### config.mk
export PLATFORM = sky130hd
export DESIGN_NAME = crc18_frame_reassembler_flat
export DESIGN_NICKNAME = d
export VERILOG_FILES = /design/src/cfr_pkg.sv /design/src/cfr_if.sv /design/src/cfr_ram.sv /design/src/cfr_crc_unit.sv /design/src/crc18_frame_reassembler.sv /design/src/flat_wrapper.sv
export SDC_FILE = /design/constraint.sdc
export NUM_CORES = 1
export LEC_CHECK = 0
export ABC_AREA = 1
export ABC_CLOCK_PERIOD_IN_PS = 10600
export BUFFER_PORTS_ARGS = -buffer_cell sky130_fd_sc_hd__buf_2
export CAP_MARGIN = 15
export CORE_ASPECT_RATIO = 0.7
export CORE_MARGIN = 2
export CORE_UTILIZATION = 50
export DETAILED_ROUTE_END_ITERATION = 10
export PLACE_DENSITY = 0.78
export SKIP_CTS_REPAIR_TIMING = 1
export SLEW_MARGIN = 30
export SYNTH_ARGS = -nofsm -noshare
export SYNTH_HDL_FRONTEND = slang
export SYNTH_SLANG_ARGS = --single-unit
### constraint.sdc
create_clock -name i_clk -period 10.6 [get_ports i_clk]
set_input_delay 0 -clock i_clk [delete_from_list [all_inputs] [get_ports i_clk]]
set_output_delay 0 -clock i_clk [all_outputs]
set_load 0.05 [all_outputs]
### src/cfr_pkg.sv
// Package for the CRC-18 frame reassembler: payload structs, result codes,
// CRC constants and the byte-wide CRC step. No dependencies.
`default_nettype none

package cfr_pkg;

    localparam int CRC_W = 18;
    localparam logic [CRC_W-1:0] CRC_INIT = 18'h3FFFF;
    localparam logic [CRC_W-1:0] CRC_POLY = 18'h23979;

    typedef enum logic [2:0] {
        ST_ACCEPTED = 3'd0,
        ST_COMPLETE = 3'd1,
        ST_SEQ_ERR  = 3'd2,
        ST_EMPTY    = 3'd3,
        ST_OVERFLOW = 3'd4,
        ST_CRC_ERR  = 3'd5
    } t_status;

    typedef struct packed {
        logic [7:0]       seq_num;
        logic [3:0]       byte_len;
        logic [63:0]      data_bytes;
        logic             is_last;
        logic [CRC_W-1:0] frame_crc;
    } t_frame;

    typedef struct packed {
        t_status     status;
        logic [6:0]  msg_length;
        logic [63:0] chunk;
        logic [3:0]  chunk_bytes;
        logic        last;
    } t_result;

    // Commands from the sequencer to the CRC unit.
    typedef struct packed {
        logic       init;
        logic       step;
        logic [7:0] data_byte;
    } t_crc_ctl;

    // One byte folded into the CRC, most significant bit first.
    function automatic logic [CRC_W-1:0] crc18_byte(input logic [CRC_W-1:0] crc,
                                                   input logic [7:0] b);
        logic [CRC_W-1:0] c;
        c = crc ^ {b, 10'b0};
        for (int i = 0; i < 8; i++) begin
            if (c[CRC_W-1]) begin
                c = {c[CRC_W-2:0], 1'b0} ^ CRC_POLY;
            end else begin
                c = {c[CRC_W-2:0], 1'b0};
            end
        end
        return c;
    endfunction

endpackage

`default_nettype wire

### src/cfr_if.sv
// Valid/ready channel interfaces for frames in and results out.
// Depends on cfr_pkg for the payload structs.
`default_nettype none

interface cfr_frame_if import cfr_pkg::*; ();
    logic   valid;
    logic   ready;
    t_frame data;

    modport source (output valid, output data, input ready);
    modport sink   (input valid, input data, output ready);
endinterface

interface cfr_result_if import cfr_pkg::*; ();
    logic    valid;
    logic    ready;
    t_result data;

    modport source (output valid, output data, input ready);
    modport sink   (input valid, input data, output ready);
endinterface

`default_nettype wire

### src/cfr_ram.sv
// Generic single-port-write, single-port-read RAM with a registered read.
// No dependencies.
`default_nettype none

module cfr_ram #(
    parameter int WIDTH = 8,
    parameter int DEPTH = 64
) (
    input  wire logic                     i_clk,
    input  wire logic                     i_we,
    input  wire logic [$clog2(DEPTH)-1:0] i_waddr,
    input  wire logic [WIDTH-1:0]         i_wdata,
    input  wire logic [$clog2(DEPTH)-1:0] i_raddr,
    output logic      [WIDTH-1:0]         o_rdata
);

    logic [WIDTH-1:0] r_mem [DEPTH];

    always_ff @(posedge i_clk) begin
        if (i_we) begin
            r_mem[i_waddr] <= i_wdata;
        end
        o_rdata <= r_mem[i_raddr];
    end

endmodule

`default_nettype wire

### src/cfr_crc_unit.sv
// Shared CRC-18 accumulator that folds in one byte per cycle on command.
// Depends on cfr_pkg.
`default_nettype none

module cfr_crc_unit import cfr_pkg::*; (
    input  wire logic             i_clk,
    input  wire logic             i_rst_n,
    input  wire t_crc_ctl         i_ctl,
    output logic      [CRC_W-1:0] o_crc
);

    logic [CRC_W-1:0] r_crc;

    always_ff @(posedge i_clk) begin
        if (!i_rst_n || i_ctl.init) begin
            r_crc <= CRC_INIT;
        end else if (i_ctl.step) begin
            r_crc <= crc18_byte(r_crc, i_ctl.data_byte);
        end
    end

    assign o_crc = r_crc;

endmodule

`default_nettype wire

### src/crc18_frame_reassembler.sv
// Top level of the CRC-18 frame reassembler: sequencer, message store and
// output register. Depends on cfr_pkg, cfr_if, cfr_ram and cfr_crc_unit.
`default_nettype none

// The block takes one received frame per item and reassembles a message of up
// to MAX_MSG_BYTES bytes. Each frame is checked against the expected sequence
// number, its length and the room left in the store; a rejected frame yields a
// single result item with an error status and clears the decoder, although a
// mismatched frame numbered zero simply starts a new message. Accepted bytes
// are written to the message store one per cycle while the shared CRC unit
// folds the same byte into the CRC-18. When the last frame's CRC matches, the
// message is read back from the store, one byte per cycle through its single
// read port, and delivered as items of up to eight bytes. A frame that is not
// the last passes through S_DECIDE, S_WRITE and S_EMIT before the block is
// ready again; a completing frame passes through S_CHECK and then through
// S_CHUNK, S_READ, S_DRAIN and S_EMIT once per chunk. S_EMIT waits while the
// output register still holds an item that is not being read. The block
// accepts a new frame while an earlier result still waits in the output
// register.
module crc18_frame_reassembler import cfr_pkg::*; #(
    parameter int MAX_MSG_BYTES = 64,
    parameter int FRAME_BYTES   = 8
) (
    input  wire logic   i_clk,
    input  wire logic   i_rst_n,
    cfr_frame_if.sink   i_frame,
    cfr_result_if.source o_result
);

    localparam int CNT_W  = $clog2(MAX_MSG_BYTES + 1);
    localparam int ADDR_W = $clog2(MAX_MSG_BYTES);

    typedef enum logic [2:0] {
        S_IDLE,
        S_DECIDE,
        S_WRITE,
        S_CHECK,
        S_CHUNK,
        S_READ,
        S_DRAIN,
        S_EMIT
    } t_state;

    t_state             r_state,     n_state;
    t_frame             r_frame,     n_frame;
    logic [2:0]         r_idx,       n_idx;
    logic [CNT_W-1:0]   r_count,     n_count;
    logic [7:0]         r_exp_seq,   n_exp_seq;
    logic [CNT_W-1:0]   r_pos,       n_pos;
    logic [2:0]         r_issue,     n_issue;
    logic               r_rd_v,      n_rd_v;
    logic [2:0]         r_rd_lane,   n_rd_lane;
    logic [63:0]        r_word,      n_word;
    t_status            r_status,    n_status;
    logic [3:0]         r_cbytes,    n_cbytes;
    logic               r_last,      n_last;
    t_result            r_out,       n_out;
    logic               r_out_valid, n_out_valid;

    t_crc_ctl           crc_ctl;
    logic [CRC_W-1:0]   crc_value;

    logic               ram_we;
    logic [ADDR_W-1:0]  ram_waddr;
    logic [7:0]         ram_wdata;
    logic [ADDR_W-1:0]  ram_raddr;
    logic [7:0]         ram_rdata;

    logic               seq_mis;
    logic [CNT_W-1:0]   base_count;
    logic [CNT_W:0]     sum_count;
    logic [CNT_W-1:0]   remaining;
    logic [7:0]         cur_byte;

    cfr_crc_unit u_crc (
        .i_clk   (i_clk),
        .i_rst_n (i_rst_n),
        .i_ctl   (crc_ctl),
        .o_crc   (crc_value)
    );

    cfr_ram #(
        .WIDTH (8),
        .DEPTH (MAX_MSG_BYTES)
    ) u_store (
        .i_clk   (i_clk),
        .i_we    (ram_we),
        .i_waddr (ram_waddr),
        .i_wdata (ram_wdata),
        .i_raddr (ram_raddr),
        .o_rdata (ram_rdata)
    );

    assign i_frame.ready  = (r_state == S_IDLE);
    assign o_result.valid = r_out_valid;
    assign o_result.data  = r_out;

    // Frame checks. A sequence mismatch restarts the count from zero, so the
    // overflow check is made against the count that will actually apply.
    assign seq_mis    = (r_frame.seq_num != r_exp_seq);
    assign base_count = seq_mis ? '0 : r_count;
    assign sum_count  = {1'b0, base_count} + (CNT_W+1)'(r_frame.byte_len);
    assign remaining  = r_count - r_pos;
    assign cur_byte   = r_frame.data_bytes[{r_idx, 3'b000} +: 8];

    always_comb begin
        n_state     = r_state;
        n_frame     = r_frame;
        n_idx       = r_idx;
        n_count     = r_count;
        n_exp_seq   = r_exp_seq;
        n_pos       = r_pos;
        n_issue     = r_issue;
        n_rd_v      = 1'b0;
        n_rd_lane   = r_issue;
        n_word      = r_word;
        n_status    = r_status;
        n_cbytes    = r_cbytes;
        n_last      = r_last;
        n_out       = r_out;
        n_out_valid = r_out_valid;

        crc_ctl     = '0;
        ram_we      = 1'b0;
        ram_waddr   = r_count[ADDR_W-1:0];
        ram_wdata   = cur_byte;
        ram_raddr   = ADDR_W'(r_pos + CNT_W'(r_issue));

        // A read issued last cycle lands in its byte lane of the chunk word.
        if (r_rd_v) begin
            n_word[{r_rd_lane, 3'b000} +: 8] = ram_rdata;
        end

        if (r_out_valid && o_result.ready) begin
            n_out_valid = 1'b0;
        end

        case (r_state)
            S_IDLE: begin
                if (i_frame.valid) begin
                    n_frame = i_frame.data;
                    n_state = S_DECIDE;
                end
            end
            S_DECIDE: begin
                n_cbytes = '0;
                n_last   = 1'b1;
                n_word   = '0;
                if ((seq_mis && r_frame.seq_num != '0) || r_frame.byte_len == '0 ||
                    r_frame.byte_len > 4'(FRAME_BYTES) ||
                    sum_count > (CNT_W+1)'(MAX_MSG_BYTES)) begin
                    // Rejected frame: report it and clear the decoder.
                    if (seq_mis && r_frame.seq_num != '0) begin
                        n_status = ST_SEQ_ERR;
                    end else if (r_frame.byte_len == '0) begin
                        n_status = ST_EMPTY;
                    end else begin
                        n_status = ST_OVERFLOW;
                    end
                    n_count      = '0;
                    n_exp_seq    = '0;
                    crc_ctl.init = 1'b1;
                    n_state      = S_EMIT;
                end else begin
                    if (seq_mis) begin
                        n_exp_seq    = '0;
                        crc_ctl.init = 1'b1;
                    end
                    n_count = base_count;
                    n_idx   = '0;
                    n_state = S_WRITE;
                end
            end
            S_WRITE: begin
                ram_we            = 1'b1;
                crc_ctl.step      = 1'b1;
                crc_ctl.data_byte = cur_byte;
                n_count           = r_count + CNT_W'(1);
                n_idx             = r_idx + 3'd1;
                if ({1'b0, r_idx} == r_frame.byte_len - 4'd1) begin
                    n_exp_seq = r_exp_seq + 8'd1;
                    if (r_frame.is_last) begin
                        n_state = S_CHECK;
                    end else begin
                        n_status = ST_ACCEPTED;
                        n_state  = S_EMIT;
                    end
                end
            end
            S_CHECK: begin
                if (crc_value != r_frame.frame_crc) begin
                    n_status     = ST_CRC_ERR;
                    n_count      = '0;
                    n_exp_seq    = '0;
                    crc_ctl.init = 1'b1;
                    n_state      = S_EMIT;
                end else begin
                    n_pos   = '0;
                    n_state = S_CHUNK;
                end
            end
            S_CHUNK: begin
                n_status = ST_COMPLETE;
                n_last   = (remaining <= CNT_W'(8));
                n_cbytes = (remaining <= CNT_W'(8)) ? 4'(remaining) : 4'd8;
                n_word   = '0;
                n_issue  = '0;
                n_state  = S_READ;
            end
            S_READ: begin
                n_rd_v  = 1'b1;
                n_issue = r_issue + 3'd1;
                if ({1'b0, r_issue} == r_cbytes - 4'd1) begin
                    n_state = S_DRAIN;
                end
            end
            S_DRAIN: begin
                n_state = S_EMIT;
            end
            S_EMIT: begin
                if (!r_out_valid || o_result.ready) begin
                    n_out.status      = r_status;
                    n_out.msg_length  = (r_status == ST_COMPLETE) ? 7'(r_count) : 7'd0;
                    n_out.chunk       = r_word;
                    n_out.chunk_bytes = r_cbytes;
                    n_out.last        = r_last;
                    n_out_valid       = 1'b1;
                    if (r_status == ST_COMPLETE && !r_last) begin
                        n_pos   = r_pos + CNT_W'(8);
                        n_state = S_CHUNK;
                    end else begin
                        if (r_status == ST_COMPLETE) begin
                            // Whole message delivered: start afresh.
                            n_count      = '0;
                            n_exp_seq    = '0;
                            crc_ctl.init = 1'b1;
                        end
                        n_state = S_IDLE;
                    end
                end
            end
            default: begin
                n_state = S_IDLE;
            end
        endcase
    end

    always_ff @(posedge i_clk) begin
        if (!i_rst_n) begin
            r_state     <= S_IDLE;
            r_count     <= '0;
            r_exp_seq   <= '0;
            r_rd_v      <= 1'b0;
            r_out_valid <= 1'b0;
        end else begin
            r_state     <= n_state;
            r_count     <= n_count;
            r_exp_seq   <= n_exp_seq;
            r_rd_v      <= n_rd_v;
            r_out_valid <= n_out_valid;
        end
        r_frame   <= n_frame;
        r_idx     <= n_idx;
        r_pos     <= n_pos;
        r_issue   <= n_issue;
        r_rd_lane <= n_rd_lane;
        r_word    <= n_word;
        r_status  <= n_status;
        r_cbytes  <= n_cbytes;
        r_last    <= n_last;
        r_out     <= n_out;
    end

`ifndef SYNTHESIS
    // The store count can never pass the store size.
    a_count_bound: assert property (@(posedge i_clk) disable iff (!i_rst_n)
        r_count <= CNT_W'(MAX_MSG_BYTES))
        else $error("stored byte count exceeds the message store");

    // A completed-message item carries between one and eight bytes.
    a_chunk_size: assert property (@(posedge i_clk) disable iff (!i_rst_n)
        r_out_valid && r_out.status == ST_COMPLETE |->
            r_out.chunk_bytes != 4'd0 && r_out.chunk_bytes <= 4'd8)
        else $error("completed chunk has an invalid byte count");

    // Any other status is a single, empty, final item.
    a_single_result: assert property (@(posedge i_clk) disable iff (!i_rst_n)
        r_out_valid && r_out.status != ST_COMPLETE |->
            r_out.last && r_out.chunk == '0 && r_out.msg_length == '0)
        else $error("status item carries message data");

    // In the cycle after a frame is taken the block is not ready for another.
    a_busy_after_accept: assert property (@(posedge i_clk) disable iff (!i_rst_n)
        i_frame.valid && i_frame.ready |=> !i_frame.ready)
        else $error("frame accepted while the previous one is being decoded");
`endif

endmodule

`default_nettype wire
### src/flat_wrapper.sv
// flat-port wrapper written by rule: the top's interface ports become plain ports
module crc18_frame_reassembler_flat import cfr_pkg::*;
#(
    parameter int MAX_MSG_BYTES = 64,
    parameter int FRAME_BYTES   = 8
)
  (i_clk, i_rst_n, i_frame_valid, i_frame_data, i_frame_ready, o_result_valid, o_result_data, o_result_ready);
  cfr_frame_if i_frame_i ();
  cfr_result_if o_result_i ();
  input  wire logic i_clk;
  input  wire logic i_rst_n;
  input wire logic [$bits(i_frame_i.valid)-1:0] i_frame_valid;
  input wire logic [$bits(i_frame_i.data)-1:0] i_frame_data;
  output wire logic [$bits(i_frame_i.ready)-1:0] i_frame_ready;
  output wire logic [$bits(o_result_i.valid)-1:0] o_result_valid;
  output wire logic [$bits(o_result_i.data)-1:0] o_result_data;
  input wire logic [$bits(o_result_i.ready)-1:0] o_result_ready;
  assign i_frame_i.valid = i_frame_valid;
  assign i_frame_i.data = i_frame_data;
  assign i_frame_ready = i_frame_i.ready;
  assign o_result_valid = o_result_i.valid;
  assign o_result_data = o_result_i.data;
  assign o_result_i.ready = o_result_ready;
  crc18_frame_reassembler #(.MAX_MSG_BYTES(MAX_MSG_BYTES), .FRAME_BYTES(FRAME_BYTES)) u_core (.i_clk(i_clk), .i_rst_n(i_rst_n), .i_frame(i_frame_i), .o_result(o_result_i));
endmodule
Yosys cells after proc, flatten, opt, wreduce, memory -nomap -nowiden
Memories as Yosys holds them, arrays and structs flattened. A register that Yosys moved wholly into a read port is not among the register bits.
Cells that the tools add are included.
{"block": "classes", "add_sub_neg": 11, "multipliers": 0, "div": 0, "n_lt_le_gt_ge": 3, "n_eq_ne": 25, "shift": 3, "muxes": 79, "bitwise_logic": 9, "reduce_logical": 29}
{"cell": "2-to-1 mux 18 bit", "n": 22}
{"cell": "NOT 10 bit", "n": 8}
{"cell": "bitwise mux 64 bit", "n": 1}
{"cell": "variable shift 8 x 8 -> 64 bit, first input constant", "n": 1}
{"cell": "indexed part select 64 x 7 -> 8 bit", "n": 1}
{"cell": "indexed part select 8 x 8 -> 64 bit", "n": 1}
{"cell": "2-to-1 mux 7 bit", "n": 9}
{"cell": "2-to-1 mux 8 bit", "n": 7}
{"cell": "2-to-1 mux 3 bit", "n": 14}
{"cell": "one-hot mux 8 bit (4 select lines)", "n": 1}
{"cell": "one-hot mux 7 bit (4 select lines)", "n": 1}
{"cell": "one-hot mux 3 bit (8 select lines)", "n": 1}
{"cell": "!= test 18 bit", "n": 1}
{"cell": "bitwise XOR 18 bit", "n": 1}
{"cell": "!= test 2 x 1 -> 1 bit, second input constant", "n": 7}
{"cell": "one-hot mux 7 bit (2 select lines)", "n": 1}
{"cell": "2-to-1 mux 1 bit", "n": 13}
{"cell": "equality test 3 bit, second input constant", "n": 4}
{"cell": "one-hot mux 3 bit (2 select lines)", "n": 2}
{"cell": "one-hot mux 3 bit (4 select lines)", "n": 1}
{"cell": "!= test 2 bit, second input constant", "n": 5}
{"cell": "AND reduction 5 bit", "n": 2}
{"cell": "2-to-1 mux 9 bit", "n": 1}
{"cell": "adder 7 x 4 -> 8 bit", "n": 1}
{"cell": "33 further kinds", "n": 53}
{"block": "word_totals", "register_bits": 300, "latch_bits": 0, "mem_bits_rw": 512, "rom_bits": 0, "memories": 1}
{"memory": "u_core.u_store.r_mem", "words": 64, "width": 8, "rd": 1, "rd_ports_with_merged_regs": 1, "wr": 1, "line_no": "cfr_ram.sv:17", "source": "logic [WIDTH-1:0] r_mem [DEPTH];"}

Logic depth before layout (Yosys ltp)
{"block": "logic_depth", "word_depth": 35, "ltp_mapped": 23}

Hierarchy
A second synthesis with hierarchy kept.
{"block": "hier_totals", "hier_cells": 3060, "hier_area_um2": 34001.4}
{"mod": "cfr_ram", "instances": 1, "cells_per_inst": 1805, "area_each_um2": 21339.2, "seq_area_each_um2": 15534.9}
{"mod": "crc18_frame_reassembler", "instances": 1, "cells_per_inst": 1045, "area_each_um2": 11270.8, "seq_area_each_um2": 7507.2}
{"mod": "cfr_crc_unit", "instances": 1, "cells_per_inst": 210, "area_each_um2": 1391.3, "seq_area_each_um2": 360.3}

Worst setup path after synthesis
No wires, ideal clock.
{"block": "synth_timing", "path_type": "register to register", "from": "register u_core.r_state[0]", "to": "register u_core.r_frame[0] in the netlist's numbering, enable pin", "setup_ps": 550, "arrival_ps": 5442, "slack_ps": 4608, "path_stages_with_launch": 7, "n_path_buf": 1, "cell_sequence": "dfxtp_1 > clkbuf_1 > nor2_1 > inv_1 > nor2_1 > inv_1 > nor2_1"}
{"block": "synth_via", "elab_chain_cells": 2}
{"item": "start, declared", "line_no": "crc18_frame_reassembler.sv:44", "source": "t_state r_state, n_state;"}
{"item": "start signal, assigned", "line_no": "crc18_frame_reassembler.sv:256", "source": "r_state <= n_state;"}
{"item": "logical NOT 3 bit"}
{"item": "via i_frame_ready", "line_no": "flat_wrapper.sv:14", "source": "output wire logic [$bits(i_frame_i.ready)-1:0] i_frame_ready;"}
{"item": "AND reduction 2 bit (no line)"}
{"item": "end signal, assigned", "line_no": "crc18_frame_reassembler.sv:262", "source": "r_frame <= n_frame;"}
{"item": "end, declared", "line_no": "crc18_frame_reassembler.sv:45", "source": "t_frame r_frame, n_frame;"}
The timed path passes the listed nets, and every way through them passes these cells.
A chain may end at the register's enable or synchronous reset.

Final worst setup path
{"block": "layout_timing", "from": "register u_core.r_frame[92] in the netlist's numbering", "to": "register u_core.u_crc.r_crc[12], in the netlist u_core.u_crc.o_crc[12]"}
{"block": "layout_via", "elab_chain_cells": 8, "word_cells_on_any_way": 13}
{"item": "!= test 8 bit or nonzero test 8 bit (tied branches)", "line_no": "crc18_frame_reassembler.sv:100, crc18_frame_reassembler.sv:149"}
{"item": "2-to-1 mux 7 bit or logical AND 1 bit (tied branches)", "line_no": "crc18_frame_reassembler.sv:101, crc18_frame_reassembler.sv:149"}
{"item": "adder 7 x 4 -> 8 bit or logical OR 1 bit (tied branches)", "line_no": "crc18_frame_reassembler.sv:102, crc18_frame_reassembler.sv:149"}
{"item": "> comparator 8 x 7 -> 1 bit or logical OR 1 bit (tied branches)", "line_no": "crc18_frame_reassembler.sv:151, crc18_frame_reassembler.sv:149"}
{"item": "logical OR 1 bit", "line_no": "crc18_frame_reassembler.sv:150", "source": "r_frame.byte_len > 4'(FRAME_BYTES) ||"}
{"item": "2-to-1 mux 1 bit (*)", "line_no": "crc18_frame_reassembler.sv:149", "source": "if ((seq_mis && r_frame.seq_num != '0) || r_frame.byte_len == '0 ||"}
{"item": "one-hot mux 1 bit (3 select lines) (*)", "line_no": "crc18_frame_reassembler.sv:138", "source": "case (r_state)"}
{"item": "logical OR 1 bit (*)", "line_no": "cfr_crc_unit.sv:15", "source": "if (!i_rst_n || i_ctl.init) begin"}
{"item": "end signal, assigned", "line_no": "cfr_crc_unit.sv:18", "source": "r_crc <= crc18_byte(r_crc, i_ctl.data_byte);"}
{"item": "end, declared", "line_no": "cfr_crc_unit.sv:12", "source": "logic [CRC_W-1:0] r_crc;"}
Mark *: on every way between the ends. The rest lies on a longest branch, timed or not.

==> results.json <==
{
  "yosysTopAreaCell": "edfxtp_1",
  "die_h_um": 220,
  "grt_pass1_wl_um": 126000,
  "slew_violations": 0,
  "grt_max_degree": 101,
  "hp-class": "input pin to register",
  "endpoint_kind": "register",
  "fp-row-count": 78,
  "grt_use_total_pct": 23.6,
  "clock_latency_ns": 0.63,
  "drive_above_1_share_pct": 12.6,
  "ir_drop_mv": 0.196,
  "ys_warn_count": 0,
  "finClkSkew_ns": 0.0300,
  "drc": 0,
  "hold_violations": 0,
  "slew_headroom_pct": 34.3,
  "fin_crit_ns": 4.10,
  "critPathArrivalTime_ns": 4.60,
  "start_kind": "register",
  "pin_count": 180,
  "cts_max_path_buffers": 3,
  "port_buffers": 179,
  "cts_tree": "yes",
  "areaGrowthSynthToFinish_pct": 14.9,
  "path_class": "register to register",
  "vias": 23700,
  "place_congestion": 0.932,
  "path_cells": "xor2_1 > nor4_1 > nand2_1 > nor2_1 > ha_1 > inv_1 > fa_1 > xnor2_1 > nor4b_1 > nand2_1 > nand4_1 > nand2_1 > nand2_1 > nand3_1 > nor2_1 > nand2_1 > nand2_2 > o21ai_4 > inv_2 > nand3_1",
  "syn-num-nets": 2872,
  "intPower_mw": 6.17,
  "syn_inst": 2755,
  "numClockSinks": 817,
  "crit_required_ns": 11.10,
  "insertedDiodeCount": 0,
  "die_area_um2": 68500,
  "p_comb_share_pct": 29.2,
  "ys_async_sr_fraction_pct": 0,
  "synthTopCellsByArea": "edfxtp_1 (64%), dfxtp_1 (6.8%), nor2_1 (5.3%)",
  "ys.flop_type": "edfxtp_1",
  "nets": 3105,
  "max_freq_ghz": 0.244,
  "synth-seq-area-share_pct": 70.5,
  "dp_hpwl_um": 51200,
  "wl_per_cell_um": 22.1,
  "crit_path_frequent_cell": "nand2_1",
  "syn_area_per_cell_um2": 12.0,
  "core_um2": 65200,
  "crit_fanout": 10,
  "clk_pin_slew_worst_paths_ns": 0.06,
  "p_leak_nw": 13.2,
  "cts_root_buf": "clkbuf_16",
  "max_stage_delay_ns": 0.42,
  "hold_slack_ns": 0.0884,
  "switching_share_pct": 35.1,
  "wirelength_um": 86600,
  "synth_edf_count": 704,
  "max_cap_viol_count": 0,
  "numCtsBuffers": 71,
  "htree_levels": 3,
  "setup_viol": 0,
  "ys_types": 55,
  "min_path_cells": 2,
  "tightest_slew_ns": 0.986,
  "drt_iter0_markers": 3474,
  "outcome": "completed",
  "postRouteAntennaNets": 0,
  "vias_per_cell": 6.03,
  "antenna_found_initial": 1,
  "dieWidth_um": 312,
  "ff2ff_path_depth": 20,
  "dr.pass1.iters": 8,
  "synthesis.area_um2": 33200,
  "slowest_stage": "fa_1",
  "final.setup.tns_ns": 0,
  "ys_seq_elements": 817,
  "yosysMostFrequentCell": "edfxtp_1",
  "finalCritPeriodShare_pct": 38.7,
  "grt_pass1_vias": 22000,
  "synth_commonest_cells": "edfxtp_1 (704), nor2_1 (467), o21ai_0 (335)",
  "grt-ovfl-total": 0,
  "clockPowerShare_pct": 27.3,
  "power_frac_seq_pct": 43.5,
  "p_switching_mw": 3.33,
  "start_util_pct": 50.9,
  "power_density_nw_per_um2": 249,
  "synthDominantCellAreaShare_pct": 63.7,
  "grt_setup_unrepaired": "no"
}
critical path, delay by kind of cell (launching register included):
kind,cells,cell delay [ns]
simple gates,13,2.25
fa+ha+maj,2,0.64
flops,1,0.40
xor+xnor,2,0.32
buf+inv,2,0.25
compound gates,1,0.14
placed cells by master (no fill, tap or decap), types with 23 or more instances in the layout:
cell type / n
edfxtp_1: 704
nor2_1: 464
o21ai_0: 335
nand2_1: 209
buf_2: 179
nand3_1: 153
inv_1: 130
dfxtp_1: 113
o221ai_1: 109
dlygate4sd3_1: 98
a21oi_1: 97
clkbuf_16: 76
xor2_1: 45
buf_4: 30
o22ai_1: 25
o211ai_1: 23
per-layer routing:
metal / GRT usage, % / up-vias / share of wire [%]
li1: - / 10500 / -
met1: 34.1 / 11500 / 40
met2: 36.3 / 1571 / 46
met3: 5.67 / 177 / 12
met4: 5.96 / 0 / 2.2
met5: 0 / - / 0
per-stage QoR:
| stage | power, mW | area [µm²] | cells | utilization (%) | worst slack (ns) |
|---|---|---|---|---|---|
| final | 9.50 | 38100 | 3922 | 58.5 | 6.50 |
| after global routing | 9.89 | 38100 | 3922 | 58.5 | 6.15 |
| after CTS | 9.39 | 37100 | 3824 | 57.0 | 6.57 |
| after detailed placement | 6.84 | 34800 | 3697 | 53.4 | 6.59 |
| after global placement | 6.71 | 34800 | 3697 | 53.4 | 6.78 |
| after floorplan | 6.04 | 33200 | 2755 | - | 4.61 |
final timing paths:
kind,start,end,slack [ns]
min reg2reg,u_core.r_word[53],u_core.o_result.data[58],0.43
min,i_frame_data[9],u_core.r_frame[9],0.09
max,u_core.r_frame[92],u_core.u_crc.o_crc[12],6.50
max reg2reg,u_core.r_frame[92],u_core.u_crc.o_crc[12],6.50
registers in the layout (all words and copies together), names as in the netlist, 4 cells and up:
name	cells
u_core.u_store.r_mem	512
u_core.r_cbytes	4
u_core.u_store.o_rdata	8
u_core.o_result.data	79
u_core.r_pos	4
u_core.r_frame	95
u_core.r_word	64
u_core.r_exp_seq	8
u_core.u_crc.o_crc	18
u_core.r_count	7
power groups by stage:
| stage | logic (mW) | registers, mW | clock network [mW] |
|---|---|---|---|
| final | 2.78 | 4.13 | 2.59 |
| after CTS | 2.67 | 4.13 | 2.60 |
| after global placement | 2.53 | 4.18 | 0 |
| after global routing | 3.01 | 4.15 | 2.72 |
| after detailed placement | 2.65 | 4.19 | 0 |
| after floorplan | 1.86 | 4.18 | 0 |
final cells by class:
type | instances | area [µm²]
fill | 4925 | 27100
sequential | 817 | 23400
multi-input combinational | 1644 | 8650
timing repair buffer | 309 | 2120
clock buffer | 99 | 2040
tap | 880 | 1100
inverter | 145 | 552
clock inverter | 28 | 268
cells by family (layout without fill, tap and decap cells):
kind of cell | Yosys count | count (layout) | synth area share (%)
flops | 817 | 817 | 70.5
mux | 1 | 1 | 0.0302
fa+ha+maj | 18 | 18 | 0.701
buf+inv | 294 | 581 | 3.53
xor+xnor | 67 | 67 | 1.99
simple gates | 923 | 923 | 11.8
compound gates | 635 | 635 | 11.4
Note: power is estimated with default switching activity, not from simulation.
